<file path="src/rtl/msp_pkg.sv">
// ----------------------------------------------------------------------------
// msp_pkg: shared definitions for the slew-limited PWM drive unit
// Field widths, register reset values, command and register codes, and
// sequencer states.
// ----------------------------------------------------------------------------
package msp_pkg;

  // Field widths
  localparam int CMD_W     = 2;
  localparam int CHANNEL_W = 3;
  localparam int TARGET_W  = 17;
  localparam int DRIVE_W   = 16;
  localparam int MAG_W     = 15;
  localparam int WRAP_W    = 16;
  localparam int ACTIVE_W  = 4;
  localparam int CFG_IDX_W = 2;
  localparam int CFG_DATA_W = 16;

  // Channels reachable through the channel field
  localparam int CH_LIMIT         = 2 ** CHANNEL_W;
  localparam int MAX_CHANNELS_DEF = 8;

  // Q1.15 full scale
  localparam logic signed [DRIVE_W-1:0] FULL_SCALE     = 16'sd32767;
  localparam logic signed [DRIVE_W-1:0] NEG_FULL_SCALE = -16'sd32767;

  // Register reset values
  localparam logic [ACTIVE_W-1:0] ACTIVE_RST = 4'd0;
  localparam logic [WRAP_W-1:0]   WRAP_RST   = 16'd4999;
  localparam logic [MAG_W-1:0]    STEP_RST   = 15'd1638;

  typedef enum logic [CMD_W-1:0] {
    CMD_SET_TARGET = 2'd0,
    CMD_TICK       = 2'd1,
    CMD_SET_ENABLE = 2'd2
  } cmd_e;

  typedef enum logic [CFG_IDX_W-1:0] {
    CFG_ACTIVE_BRIDGES = 2'd0,
    CFG_PWM_WRAP       = 2'd1,
    CFG_SLEW_STEP      = 2'd2
  } cfg_idx_e;

  typedef enum logic [1:0] {
    ST_IDLE = 2'd0,
    ST_SLEW = 2'd1,
    ST_MUL  = 2'd2,
    ST_OUT  = 2'd3
  } state_e;

  // Sequencer control toward the datapath
  typedef struct packed {
    logic in_ready;
    logic out_valid;
    logic slew_en;
    logic mul_en;
  } ctrl_t;

endpackage

</file>
<file path="src/rtl/msp_in_if.sv">
// ----------------------------------------------------------------------------
// msp_in_if: command channel
// Valid/ready channel carrying one command transaction.
// ----------------------------------------------------------------------------
interface msp_in_if;

  logic                                  valid;
  logic                                  ready;
  logic [msp_pkg::CMD_W-1:0]             cmd;
  logic [msp_pkg::CHANNEL_W-1:0]         channel;
  logic signed [msp_pkg::TARGET_W-1:0]   target_value;
  logic                                  enable_value;

  modport source (
    output valid, cmd, channel, target_value, enable_value,
    input  ready
  );

  modport sink (
    input  valid, cmd, channel, target_value, enable_value,
    output ready
  );

endinterface

</file>
<file path="src/rtl/msp_out_if.sv">
// ----------------------------------------------------------------------------
// msp_out_if: drive result channel
// Valid/ready channel carrying one per-channel drive transaction.
// ----------------------------------------------------------------------------
interface msp_out_if;

  logic                              valid;
  logic                              ready;
  logic [msp_pkg::CHANNEL_W-1:0]     out_channel;
  logic                              phase;
  logic [msp_pkg::WRAP_W-1:0]        duty_level;
  logic                              driver_off;
  logic                              last;

  modport source (
    output valid, out_channel, phase, duty_level, driver_off, last,
    input  ready
  );

  modport sink (
    input  valid, out_channel, phase, duty_level, driver_off, last,
    output ready
  );

endinterface

</file>
<file path="src/rtl/msp_slew_unit.sv">
// ----------------------------------------------------------------------------
// msp_slew_unit: shared slew step
// Moves one drive value toward its target by at most the slew step and
// returns the new value with its sign and magnitude.
// ----------------------------------------------------------------------------
module msp_slew_unit (
  input  logic signed [msp_pkg::DRIVE_W-1:0] cur_i,
  input  logic signed [msp_pkg::DRIVE_W-1:0] target_i,
  input  logic        [msp_pkg::MAG_W-1:0]   step_i,
  output logic signed [msp_pkg::DRIVE_W-1:0] cur_o,
  output logic        [msp_pkg::MAG_W-1:0]   mag_o,
  output logic                               neg_o
);
  import msp_pkg::*;

  logic signed [DRIVE_W:0] err;
  logic        [DRIVE_W:0] err_mag;
  logic signed [DRIVE_W:0] step_ext;
  logic signed [DRIVE_W:0] nxt;
  logic signed [DRIVE_W-1:0] neg_cur;

  // Error between target and current, exact in one extra bit
  assign err      = (DRIVE_W+1)'(target_i) - (DRIVE_W+1)'(cur_i);
  assign err_mag  = err[DRIVE_W] ? (DRIVE_W+1)'(-err) : (DRIVE_W+1)'(err);
  assign step_ext = signed'({2'b00, step_i});

  // Jump to target when close, else step toward it; hold on zero error
  always_comb begin
    if (err_mag < (DRIVE_W+1)'(step_i)) begin
      nxt = (DRIVE_W+1)'(target_i);
    end else if (err[DRIVE_W]) begin
      nxt = (DRIVE_W+1)'(cur_i) - step_ext;
    end else if (err != '0) begin
      nxt = (DRIVE_W+1)'(cur_i) + step_ext;
    end else begin
      nxt = (DRIVE_W+1)'(cur_i);
    end
  end

  assign cur_o   = nxt[DRIVE_W-1:0];
  assign neg_o   = cur_o[DRIVE_W-1];
  assign neg_cur = -cur_o;
  assign mag_o   = neg_o ? neg_cur[MAG_W-1:0] : cur_o[MAG_W-1:0];

endmodule

</file>
<file path="src/rtl/msp_duty_mul.sv">
// ----------------------------------------------------------------------------
// msp_duty_mul: duty level multiplier
// Registers (wrap * magnitude) >> 15 for one channel.
// ----------------------------------------------------------------------------
module msp_duty_mul (
  input  logic                          clk_i,
  input  logic                          en_i,
  input  logic [msp_pkg::WRAP_W-1:0]    wrap_i,
  input  logic [msp_pkg::MAG_W-1:0]     mag_i,
  output logic [msp_pkg::WRAP_W-1:0]    duty_o
);
  import msp_pkg::*;

  localparam int PROD_W = WRAP_W + MAG_W;

  logic [PROD_W-1:0] prod;
  logic [WRAP_W-1:0] duty_q;

  assign prod = PROD_W'(wrap_i) * PROD_W'(mag_i);

  // Capture the scaled product
  always_ff @(posedge clk_i) begin
    if (en_i) begin
      duty_q <= prod[PROD_W-1:MAG_W];
    end
  end

  assign duty_o = duty_q;

endmodule

</file>
<file path="src/rtl/multichannel_slew_limited_pwm_drive_unit.sv">
// ----------------------------------------------------------------------------
// multichannel_slew_limited_pwm_drive_unit: slew-limited H-bridge PWM drive
// Set-target and set-enable transactions are accepted while idle. A tick walks
// channels 0..n-1 through one shared slew unit and multiplier: each channel
// passes the slew, multiply and output states and waits there for output ready.
// Reset clears all targets, current values, the enable flag and the sequencer,
// and loads the register defaults.
// ----------------------------------------------------------------------------
module multichannel_slew_limited_pwm_drive_unit #(
  parameter int MAX_CHANNELS = msp_pkg::MAX_CHANNELS_DEF
) (
  input  logic                              clk_i,
  input  logic                              rst_ni,
  input  logic                              cfg_we_i,
  input  logic [msp_pkg::CFG_IDX_W-1:0]     cfg_idx_i,
  input  logic [msp_pkg::CFG_DATA_W-1:0]    cfg_wdata_i,
  msp_in_if.sink                            in_i,
  msp_out_if.source                         out_o
);
  import msp_pkg::*;

  localparam int NUM_CH = (MAX_CHANNELS < CH_LIMIT) ? MAX_CHANNELS : CH_LIMIT;
  localparam int CH_W   = (NUM_CH > 1) ? $clog2(NUM_CH) : 1;

  state_e state_q, state_d;
  ctrl_t  ctrl;

  logic [ACTIVE_W-1:0] active_q;
  logic [WRAP_W-1:0]   wrap_q;
  logic [MAG_W-1:0]    step_q;
  logic                enabled_q;

  logic signed [DRIVE_W-1:0] target_q  [NUM_CH];
  logic signed [DRIVE_W-1:0] current_q [NUM_CH];

  logic [CH_W-1:0]     idx_q;
  logic [ACTIVE_W-1:0] cnt_q;
  logic [MAG_W-1:0]    mag_q;
  logic                phase_q;

  logic                in_acc;
  logic                out_acc;
  cmd_e                cmd;
  logic [ACTIVE_W-1:0] tick_cnt;
  logic                last;
  logic                ch_ok;
  logic signed [DRIVE_W-1:0] clamped;

  logic signed [DRIVE_W-1:0] slew_cur;
  logic [MAG_W-1:0]          slew_mag;
  logic                      slew_neg;
  logic [WRAP_W-1:0]         duty;

  assign in_acc   = in_i.valid & ctrl.in_ready;
  assign out_acc  = ctrl.out_valid & out_o.ready;
  assign cmd      = cmd_e'(in_i.cmd);
  assign tick_cnt = (active_q > ACTIVE_W'(NUM_CH)) ? ACTIVE_W'(NUM_CH) : active_q;
  assign last     = (ACTIVE_W'(idx_q) + ACTIVE_W'(1)) == cnt_q;
  assign ch_ok    = (ACTIVE_W'(in_i.channel) < ACTIVE_W'(NUM_CH));

  // Clamp the requested target to plus or minus full scale
  always_comb begin
    if (in_i.target_value > TARGET_W'(FULL_SCALE)) begin
      clamped = FULL_SCALE;
    end else if (in_i.target_value < TARGET_W'(NEG_FULL_SCALE)) begin
      clamped = NEG_FULL_SCALE;
    end else begin
      clamped = in_i.target_value[DRIVE_W-1:0];
    end
  end

  // Configuration registers
  always_ff @(posedge clk_i or negedge rst_ni) begin
    if (!rst_ni) begin
      active_q <= ACTIVE_RST;
      wrap_q   <= WRAP_RST;
      step_q   <= STEP_RST;
    end else if (cfg_we_i) begin
      unique case (cfg_idx_e'(cfg_idx_i))
        CFG_ACTIVE_BRIDGES: active_q <= cfg_wdata_i[ACTIVE_W-1:0];
        CFG_PWM_WRAP:       wrap_q   <= cfg_wdata_i[WRAP_W-1:0];
        CFG_SLEW_STEP:      step_q   <= cfg_wdata_i[MAG_W-1:0];
        default: ;
      endcase
    end
  end

  // Next state
  always_comb begin
    state_d = state_q;
    unique case (state_q)
      ST_IDLE: begin
        if (in_acc && cmd == CMD_TICK && tick_cnt != '0) begin
          state_d = ST_SLEW;
        end
      end
      ST_SLEW: state_d = ST_MUL;
      ST_MUL:  state_d = ST_OUT;
      ST_OUT: begin
        if (out_acc) begin
          state_d = last ? ST_IDLE : ST_SLEW;
        end
      end
      default: state_d = ST_IDLE;
    endcase
  end

  // Sequencer outputs
  always_comb begin
    ctrl = '0;
    unique case (state_q)
      ST_IDLE: ctrl.in_ready  = 1'b1;
      ST_SLEW: ctrl.slew_en   = 1'b1;
      ST_MUL:  ctrl.mul_en    = 1'b1;
      ST_OUT:  ctrl.out_valid = 1'b1;
      default: ctrl = '0;
    endcase
  end

  always_ff @(posedge clk_i or negedge rst_ni) begin
    if (!rst_ni) begin
      state_q <= ST_IDLE;
    end else begin
      state_q <= state_d;
    end
  end

  // Channel walk counter and tick length
  always_ff @(posedge clk_i or negedge rst_ni) begin
    if (!rst_ni) begin
      idx_q <= '0;
      cnt_q <= '0;
    end else if (in_acc && cmd == CMD_TICK) begin
      idx_q <= '0;
      cnt_q <= tick_cnt;
    end else if (out_acc && !last) begin
      idx_q <= idx_q + CH_W'(1);
    end
  end

  // Enable flag and target store
  always_ff @(posedge clk_i or negedge rst_ni) begin
    if (!rst_ni) begin
      enabled_q <= 1'b0;
      for (int i = 0; i < NUM_CH; i++) begin
        target_q[i] <= '0;
      end
    end else if (in_acc) begin
      unique case (cmd)
        CMD_SET_TARGET: begin
          if (enabled_q && ch_ok) begin
            target_q[in_i.channel[CH_W-1:0]] <= clamped;
          end
        end
        CMD_SET_ENABLE: begin
          enabled_q <= in_i.enable_value;
          for (int i = 0; i < NUM_CH; i++) begin
            target_q[i] <= '0;
          end
        end
        default: ;
      endcase
    end
  end

  msp_slew_unit u_slew (
    .cur_i    (current_q[idx_q]),
    .target_i (target_q[idx_q]),
    .step_i   (step_q),
    .cur_o    (slew_cur),
    .mag_o    (slew_mag),
    .neg_o    (slew_neg)
  );

  // Write back the slewed value
  always_ff @(posedge clk_i or negedge rst_ni) begin
    if (!rst_ni) begin
      for (int i = 0; i < NUM_CH; i++) begin
        current_q[i] <= '0;
      end
    end else if (ctrl.slew_en) begin
      current_q[idx_q] <= slew_cur;
    end
  end

  // Hold sign and magnitude for the multiplier and output
  always_ff @(posedge clk_i) begin
    if (ctrl.slew_en) begin
      mag_q   <= slew_mag;
      phase_q <= slew_neg;
    end
  end

  msp_duty_mul u_mul (
    .clk_i  (clk_i),
    .en_i   (ctrl.mul_en),
    .wrap_i (wrap_q),
    .mag_i  (mag_q),
    .duty_o (duty)
  );

  // Drive the ports
  assign in_i.ready        = ctrl.in_ready;
  assign out_o.valid       = ctrl.out_valid;
  assign out_o.out_channel = CHANNEL_W'(idx_q);
  assign out_o.phase       = phase_q;
  assign out_o.duty_level  = duty;
  assign out_o.driver_off  = ~enabled_q;
  assign out_o.last        = last;

endmodule

</file>
<file path="src/flat_wrapper.sv">
// flat-port wrapper written by rule: the top's interface ports become plain ports
module multichannel_slew_limited_pwm_drive_unit_flat import msp_pkg::*;
#(
  parameter int MAX_CHANNELS = msp_pkg::MAX_CHANNELS_DEF
)
  (clk_i, rst_ni, cfg_we_i, cfg_idx_i, cfg_wdata_i, in_i_valid, in_i_cmd, in_i_channel, in_i_target_value, in_i_enable_value, in_i_ready, out_o_valid, out_o_out_channel, out_o_phase, out_o_duty_level, out_o_driver_off, out_o_last, out_o_ready);
  msp_in_if in_i_i ();
  msp_out_if out_o_i ();
  input  logic clk_i;
  input  logic rst_ni;
  input  logic cfg_we_i;
  input  logic [msp_pkg::CFG_IDX_W-1:0] cfg_idx_i;
  input  logic [msp_pkg::CFG_DATA_W-1:0] cfg_wdata_i;
  input wire logic [$bits(in_i_i.valid)-1:0] in_i_valid;
  input wire logic [$bits(in_i_i.cmd)-1:0] in_i_cmd;
  input wire logic [$bits(in_i_i.channel)-1:0] in_i_channel;
  input wire logic [$bits(in_i_i.target_value)-1:0] in_i_target_value;
  input wire logic [$bits(in_i_i.enable_value)-1:0] in_i_enable_value;
  output wire logic [$bits(in_i_i.ready)-1:0] in_i_ready;
  output wire logic [$bits(out_o_i.valid)-1:0] out_o_valid;
  output wire logic [$bits(out_o_i.out_channel)-1:0] out_o_out_channel;
  output wire logic [$bits(out_o_i.phase)-1:0] out_o_phase;
  output wire logic [$bits(out_o_i.duty_level)-1:0] out_o_duty_level;
  output wire logic [$bits(out_o_i.driver_off)-1:0] out_o_driver_off;
  output wire logic [$bits(out_o_i.last)-1:0] out_o_last;
  input wire logic [$bits(out_o_i.ready)-1:0] out_o_ready;
  assign in_i_i.valid = in_i_valid;
  assign in_i_i.cmd = in_i_cmd;
  assign in_i_i.channel = in_i_channel;
  assign in_i_i.target_value = in_i_target_value;
  assign in_i_i.enable_value = in_i_enable_value;
  assign in_i_ready = in_i_i.ready;
  assign out_o_valid = out_o_i.valid;
  assign out_o_out_channel = out_o_i.out_channel;
  assign out_o_phase = out_o_i.phase;
  assign out_o_duty_level = out_o_i.duty_level;
  assign out_o_driver_off = out_o_i.driver_off;
  assign out_o_last = out_o_i.last;
  assign out_o_i.ready = out_o_ready;
  multichannel_slew_limited_pwm_drive_unit #(.MAX_CHANNELS(MAX_CHANNELS)) u_core (.clk_i(clk_i), .rst_ni(rst_ni), .cfg_we_i(cfg_we_i), .cfg_idx_i(cfg_idx_i), .cfg_wdata_i(cfg_wdata_i), .in_i(in_i_i), .out_o(out_o_i));
endmodule
</file>
<file path="config.mk">
export PLATFORM = sky130hd
export DESIGN_NAME = multichannel_slew_limited_pwm_drive_unit_flat
export DESIGN_NICKNAME = d
export VERILOG_FILES = /design/src/rtl/msp_pkg.sv /design/src/rtl/msp_in_if.sv /design/src/rtl/msp_out_if.sv /design/src/rtl/msp_slew_unit.sv /design/src/rtl/msp_duty_mul.sv /design/src/rtl/multichannel_slew_limited_pwm_drive_unit.sv /design/src/flat_wrapper.sv
export SDC_FILE = /design/constraint.sdc
export NUM_CORES = 1
export LEC_CHECK = 0
export BUFFER_PORTS_ARGS = -buffer_cell sky130_fd_sc_hd__buf_2
export CORE_MARGIN = 4
export CORE_UTILIZATION = 49
export CTS_CLUSTER_DIAMETER = 200
export DETAILED_ROUTE_END_ITERATION = 16
export GPL_TIMING_DRIVEN = 0
export PLACE_DENSITY = 0.65
export SYNTH_ARGS = -nofsm -noshare
export SYNTH_HDL_FRONTEND = slang
export SYNTH_SLANG_ARGS = --single-unit
</file>
<file path="constraint.sdc">
create_clock -name clk_i -period 9.6 [get_ports clk_i]
set_clock_uncertainty 0.05 [all_clocks]
set_input_delay 0.96 -clock clk_i [delete_from_list [all_inputs] [get_ports clk_i]]
set_output_delay 0.96 -clock clk_i [all_outputs]
set_load 0.02 [all_outputs]
</file>
==> results of run 1 <==
[cells in the mapped netlist (14+ instances only)]
library cell	instances
nand2_1	336
dfrtp_1	288
inv_1	226
fa_1	182
o21ai_0	177
ha_1	160
a22o_1	129
clkbuf_1	115
and2_1	104
nor2_1	93
mux4_2	64
mux2_2	62
a21oi_1	46
nor3_1	42
xnor2_1	36
edfxtp_1	32
o21a_1	25
xor2_1	25
nand3_1	22
mux2i_1	20
nand2b_1	18
o211ai_1	16
nor2b_1	15
buf_1	14
[timing repair]
action | CTS | global route
buffers inserted | 2 | 2
endpoints found under the setup margin | 144 | 6
pin swaps | 1 | 2
gates resized for setup | 56 | 25
[path summary, 6_finish.rpt]
check | endpoint | slack (ps)
worst max-delay path | u_core.mag_q[14] | 380
worst min-delay path | u_core.step_q[11] | 290
worst max register to register | u_core.mag_q[14] | 380
worst min register to register | u_core.current_q[52] | 430
max in group asynchronous | u_core.current_q[51] | 8070
min in group clk_i | u_core.current_q[52] | 430
[layout make-up]
type,instances,area (sq um)
clock inverter,12,135.1
clock buffer,57,1122
buffer,139,658.1
multi-input combinational,1792,15760
fill,4554,23190
tap,680,850.8
inverter,226,848.3
timing repair buffer,74,435.4
sequential,333,8509
[sequential cells by signal, indices dropped and copies added, names as in the netlist]
name	cells
u_core.target_q	128
u_core.active_q	4
u_core.step_q	15
u_core.out_o.out_channel	3
u_core.cnt_q	4
u_core.enabled_q	1
u_core.mag_q	15
u_core.state_q	2
u_core.u_mul.duty_o	16
u_core.wrap_q	16
u_core.out_o.phase	1
u_core.current_q	128
[per-stage QoR]
step | worst slack (ps) | area (sq um) | instances
after CTS | 9.713 | 28260 | 3312
after global routing | -24.86 | 28320 | 3313
after global placement | -3135 | 26780 | 3241
after detailed placement | -3287 | 26840 | 3243
after floorplan | 144.0 | 25580 | 2493
final | 375.9 | 28320 | 3313
[logic make-up (layout without fill, tap and decap cells)]
| kind of cell | count (synthesis) | in the layout | share of synthesized area [%] |
|---|---|---|---|
| mux | 146 | 146 | 9.148 |
| xor+xnor | 61 | 61 | 2.089 |
| fa+ha+maj | 342 | 342 | 22.07 |
| compound gates | 535 | 535 | 14.82 |
| simple gates | 708 | 708 | 13.08 |
| flops | 333 | 333 | 33.27 |
| buf+inv | 368 | 508 | 5.513 |
[worst max-delay path: cells and delay by family, from the launching register on]
kind,cells,cell delay (ps)
DFF,1,400
AOI/OAI and AO/OA,11,3080
and+or+nand+nor,6,1270
adders and majority gates,4,1250
muxes,2,860
xor gates and xnor gates,1,180
buffers and inverters,9,1830
[layer usage]
layer / up-vias / wire length, microns / GRT usage, %
met4: 0 / 2104 / 6.918
met2: 699 / 34120 / 42.17
met5: - / 0 / 0
met3: 128 / 5432 / 4.903
met1: 10110 / 31720 / 37.15
li1: 8879 / - / -
==> reports/results.ini, run 1 <==
[run_status]
status = completed

[critical_path]
cpMaxStageDelayCell = or4_1
max_stage_delay_ps = 600
reg2reg_from = u_core.out_o.out_channel[0]
start_kind = flip-flop
crit_path_end_kind = flip-flop
crit_path_frequent_cell = buf_6
crit_type = flip-flop to flip-flop
worstRegToRegCells = 33
worstPathArrival_ps = 9450
critPathLaunch = u_core.out_o.out_channel[0]
required_ps = 9820
crit_fanout = 19

[clocking]
clock_latency_ps = 570
cts_made_buffers = 38
cts_hold_buf = 0
cts_tree = done
path_clk_slew_ps = 50
cts_buffer_depth = 3
htree_levels = 2
root_buffer = clkbuf_16
clock_sinks = 333

[die]
die-height_microns = 236.5
core-area_sq_um = 51510
die_area_sq_um = 55920
io_pins = 70
die_w_microns = 236.5
fp-row-count = 83
initial_core_util_pct = 49.65

[synthesis]
ys.flop_type = dfrtp_1
ys_seq_elements = 333
yosysWarnings = 0
yosysTopAreaCellShare_pct = 28.18
ys_seq_area_share_pct = 33.27
synth_edf_count = 32
syn_area_sq_um = 25580
synth.avg_cell_area_sq_um = 10.26
synthArstFlopShare_pct = 90.39
netlist_instances = 2493
ys_types = 91
syn-num-nets = 2881
yosys-top-cells-area = dfrtp_1 (28%), fa_1 (14%), ha_1 (7.8%)
yosys.area.top_type = dfrtp_1

[timing]
fin_hold_ws_ps = 290.8
fin_crit_sh_pct = 96.08
timing.fmax_ghz = 0.1084
slew_headroom_pct = 23.81
hold_violations = 0
slew_viol_final = 0
finalSetupViolCount = 0
min_period_ps = 9224
tns_ps = 0
worst_pin_slew_ps = 1134

[placement]
io_buffer_count = 68
gp_congestion = 0.9420
hpwlAfterDp_microns = 55610

[drt]
drt_wl_total_microns = 73380
ant_nets = 0
first_iter_violations = 1806
firstDrtPassIters = 6
vias = 19820
drc = 0
wl_per_cell_microns = 22.15
viasPerCell = 5.982

[layout]
post-route-util_pct = 54.97
drive_above_1_share_pct = 13.25
final_cell_mix = nand2_1 (336), dfrtp_1 (288), inv_1 (226), fa_1 (182), o21ai_0 (177)
layout_commonest_cell = nand2_1
diodes = 0
fin_nets = 2992
areaGrowthSynthToFinish_pct = 10.71

[job]
drv_cap = 0

[grt]
antenna_found_initial = 1
grt_overflow = 0
grt_pass1_vias = 20210
grt_max_degree = 128
track_usage_pct = 26.26
grt_pass1_wl_microns = 115600

[worst_hold_path]
hold_path.class = input port to asynchronous set/reset pin

Power of run 1 is left out: the tool's default activity adds up to more than one toggle a clock period on the data nets, which glitch-free logic cannot reach.
==> run 2: changes to the inputs <==
--- a/config.mk
+++ b/config.mk
@@ -6,6 +6,7 @@
 export NUM_CORES = 1
 export LEC_CHECK = 0
 export BUFFER_PORTS_ARGS = -buffer_cell sky130_fd_sc_hd__buf_2
+export CORE_ASPECT_RATIO = 0.7
 export CORE_MARGIN = 4
 export CORE_UTILIZATION = 49
 export CTS_CLUSTER_DIAMETER = 200
@@ -14,4 +15,5 @@
 export PLACE_DENSITY = 0.65
 export SYNTH_ARGS = -nofsm -noshare
 export SYNTH_HDL_FRONTEND = slang
+export SYNTH_HIERARCHICAL = 1
 export SYNTH_SLANG_ARGS = --single-unit
==> constraint.sdc (replaced) <==
create_clock -name clk_i -period 7.7 [get_ports clk_i]
set_clock_uncertainty 0.05 [all_clocks]
set_input_delay 0.77 -clock clk_i [delete_from_list [all_inputs] [get_ports clk_i]]
set_output_delay 0.77 -clock clk_i [all_outputs]
set_load 0.02 [all_outputs]
==> run 2 against run 1 <==
Effect of this change: utilization rose by 2.2 points; routed wire length rose by 17%; global-route usage rose by 3.2 points; critical path depth rose by 6; highest routed layer unchanged.
==> reports/results.ini, run 2 <==
[drt]
drt_wl_total_microns = 85630
wl_met2_microns = 33990
firstDrtPassIters = 6
routed.top_layer = met4
dr_wl_met3_microns = 9825
wl_per_cell_microns = 24.05
drc = 0
ant_nets = 0
vias = 21690
first_iter_violations = 2204
viasPerCell = 6.091
wl_met1_microns = 40230

[placement]
placed_cells = 3450
io_buffer_count = 68
gp_congestion = 0.9559
place_area_sq_um = 28150
hpwlAfterDp_microns = 66320

[clocking]
path_clk_slew_ps = 70
cts_made_buffers = 36
htree_levels = 2
cts_tree = done
clock_sinks = 333
clock_latency_ps = 570
cts_buffer_depth = 3
cts_hold_buf = 0
root_buffer = clkbuf_16

[layout]
stdcell_count = 3560
areaGrowthSynthToFinish_pct = 15.08
fin_nets = 3189
final_cell_area_sq_um = 30850
diodes = 0
drive_above_1_share_pct = 23.60
layout_commonest_cell = dfrtp_1
final_cell_mix = dfrtp_1 (285), nand2_1 (272), inv_1 (238), mux2_2 (216), fa_1 (181)
reg_top3 = u_core/current_q x128, u_core/target_q x128

[timing]
fin_crit_sh_pct = 97.83
timing.fmax_ghz = 0.1328
finalSetupViolCount = 0
slew_headroom_pct = 25.60
fin_hold_ws_ps = 128.3
hold_violations = 0
worst_pin_slew_ps = 1116
min_period_ps = 7533
slew_viol_final = 0

[die]
initial_core_util_pct = 49.71
io_pins = 70
die_area_sq_um = 58570
fp-row-count = 71
die-height_microns = 203.7
core-area_sq_um = 53920
die_w_microns = 287.6

[synthesis]
ys_seq_area_share_pct = 31.74
ys.flop_type = dfrtp_1
ys_seq_elements = 333
yosysMostFrequentCell = dfrtp_1
netlist_instances = 2650
synthTopCellsByCount = dfrtp_1 (288), nand2_1 (273), inv_1 (242), mux2_2 (217), fa_1 (182)
synth_edf_count = 32
ys_types = 117
syn_area_sq_um = 26810
synthArstFlopShare_pct = 90.39
synth.avg_cell_area_sq_um = 10.12
yosys-top-cells-area = dfrtp_1 (27%), fa_1 (14%), mux2_2 (9.1%)
yosys.area.top_type = dfrtp_1
yosysWarnings = 6
syn-num-nets = 3037
yosysTopAreaCellShare_pct = 26.89

[grt]
grt_pass1_vias = 21320
grt_pass1_wl_microns = 132600
track_usage_pct = 29.42
grt_max_degree = 124
grt_overflow = 0
antenna_found_initial = 2

[critical_path]
cpMaxStageDelayCell = dfrtp_2
crit_path_end_kind = flip-flop
max_stage_delay_ps = 470
crit_fanout = 11
worstPathArrival_ps = 7780
crit_path_frequent_cell = buf_4
start_kind = flip-flop
required_ps = 7950
crit_type = flip-flop to flip-flop

[worst_hold_path]
hold_path.class = input port to asynchronous set/reset pin

[job]
drv_cap = 0

[run_status]
status = completed

[run 2: cell count changes after synthesis, sizes merged, moves of 23 or more]
cell | before | now
clkbuf | 115 | 78
mux2i | 20 | 46
xnor2 | 36 | 59
mux2 | 62 | 218
nor2 | 93 | 120
a22o | 129 | 16
a21oi | 46 | 99
and2 | 104 | 155
o21ai | 190 | 141
a32o | 0 | 39
buf | 27 | 66
nand2 | 336 | 275
mux4 | 64 | 2
[run 2: worst max-delay path: cells and delay by family (launching register included)]
family	cells	cell delay (ps)
flip-flops	1	470
AND/OR/NAND/NOR	9	1450
adder cells (fa/ha/maj)	3	790
buffers and inverters	12	1860
AO/OA/AOI/OAI	11	1940
multiplexers	2	410
XOR/XNOR	2	220
[run 2: through the flow]
step / setup WS, ps / utilization [%] / TNS, ps
after floorplan: 9.302 / - / 0
after global placement: -3017 / 52.08 / -266850
after detailed placement: -2982 / 52.21 / -266060
after CTS: 1.195 / 56.61 / 0
after global routing: -32.07 / 57.21 / -32.07
final: 167.4 / 57.21 / 0
[run 2: cell families (layout without fill, tap and decap cells)]
group / Yosys count / after routing / synth area share [%]
AO/OA/AOI/OAI: 506 / 506 / 13.17
XOR/XNOR: 82 / 82 / 2.679
adder cells (fa/ha/maj): 342 / 342 / 21.05
buffers and inverters: 386 / 566 / 6.096
flip-flops: 333 / 333 / 31.74
multiplexers: 266 / 266 / 11.09
AND/OR/NAND/NOR: 735 / 735 / 14.17
[run 2: what timing repair did]
action,CTS,global route
endpoints found under the setup margin,144,27
hold endpoints to repair,0,0
gates resized for setup,177,46
pin swaps,26,17
setup buffers,37,14
[run 2: worst paths after layout]
check                                       startpoint             endpoint  slack, ps  cells past startpoint
setup / recovery           u_core/out_o.out_channel[1]     u_core/mag_q[10]        170                     39
min in group clk_i                   in_i_enable_value     u_core/enabled_q        380                      2
hold reg to reg                    u_core/target_q[90]  u_core/target_q[90]        430                      2
hold / removal                                  rst_ni     u_core/enabled_q        130                      1
max in group asynchronous                       rst_ni    u_core/wrap_q[11]       6410                      2
setup reg to reg           u_core/out_o.out_channel[1]     u_core/mag_q[10]        170                     39
[run 2: cell type report]
| type | instances | area (sq um) |
|---|---|---|
| fill | 4627 | 23080 |
| tap | 730 | 913.4 |
| clock inverter | 22 | 317.8 |
| sequential | 333 | 8513 |
| multi-input combinational | 1931 | 17350 |
| inverter | 242 | 908.4 |
| clock buffer | 44 | 1023 |
| timing repair buffer | 121 | 788.3 |
| buffer | 137 | 1028 |
[run 2: layer usage]
metal | vias to the layer above | global-route usage (%)
met5 | - | 0
met4 | 0 | 5.282
met3 | 118 | 6.939
met2 | 1032 | 39.74
met1 | 11070 | 47.70
li1 | 9469 | -
Power of run 2 is left out for the same reason.
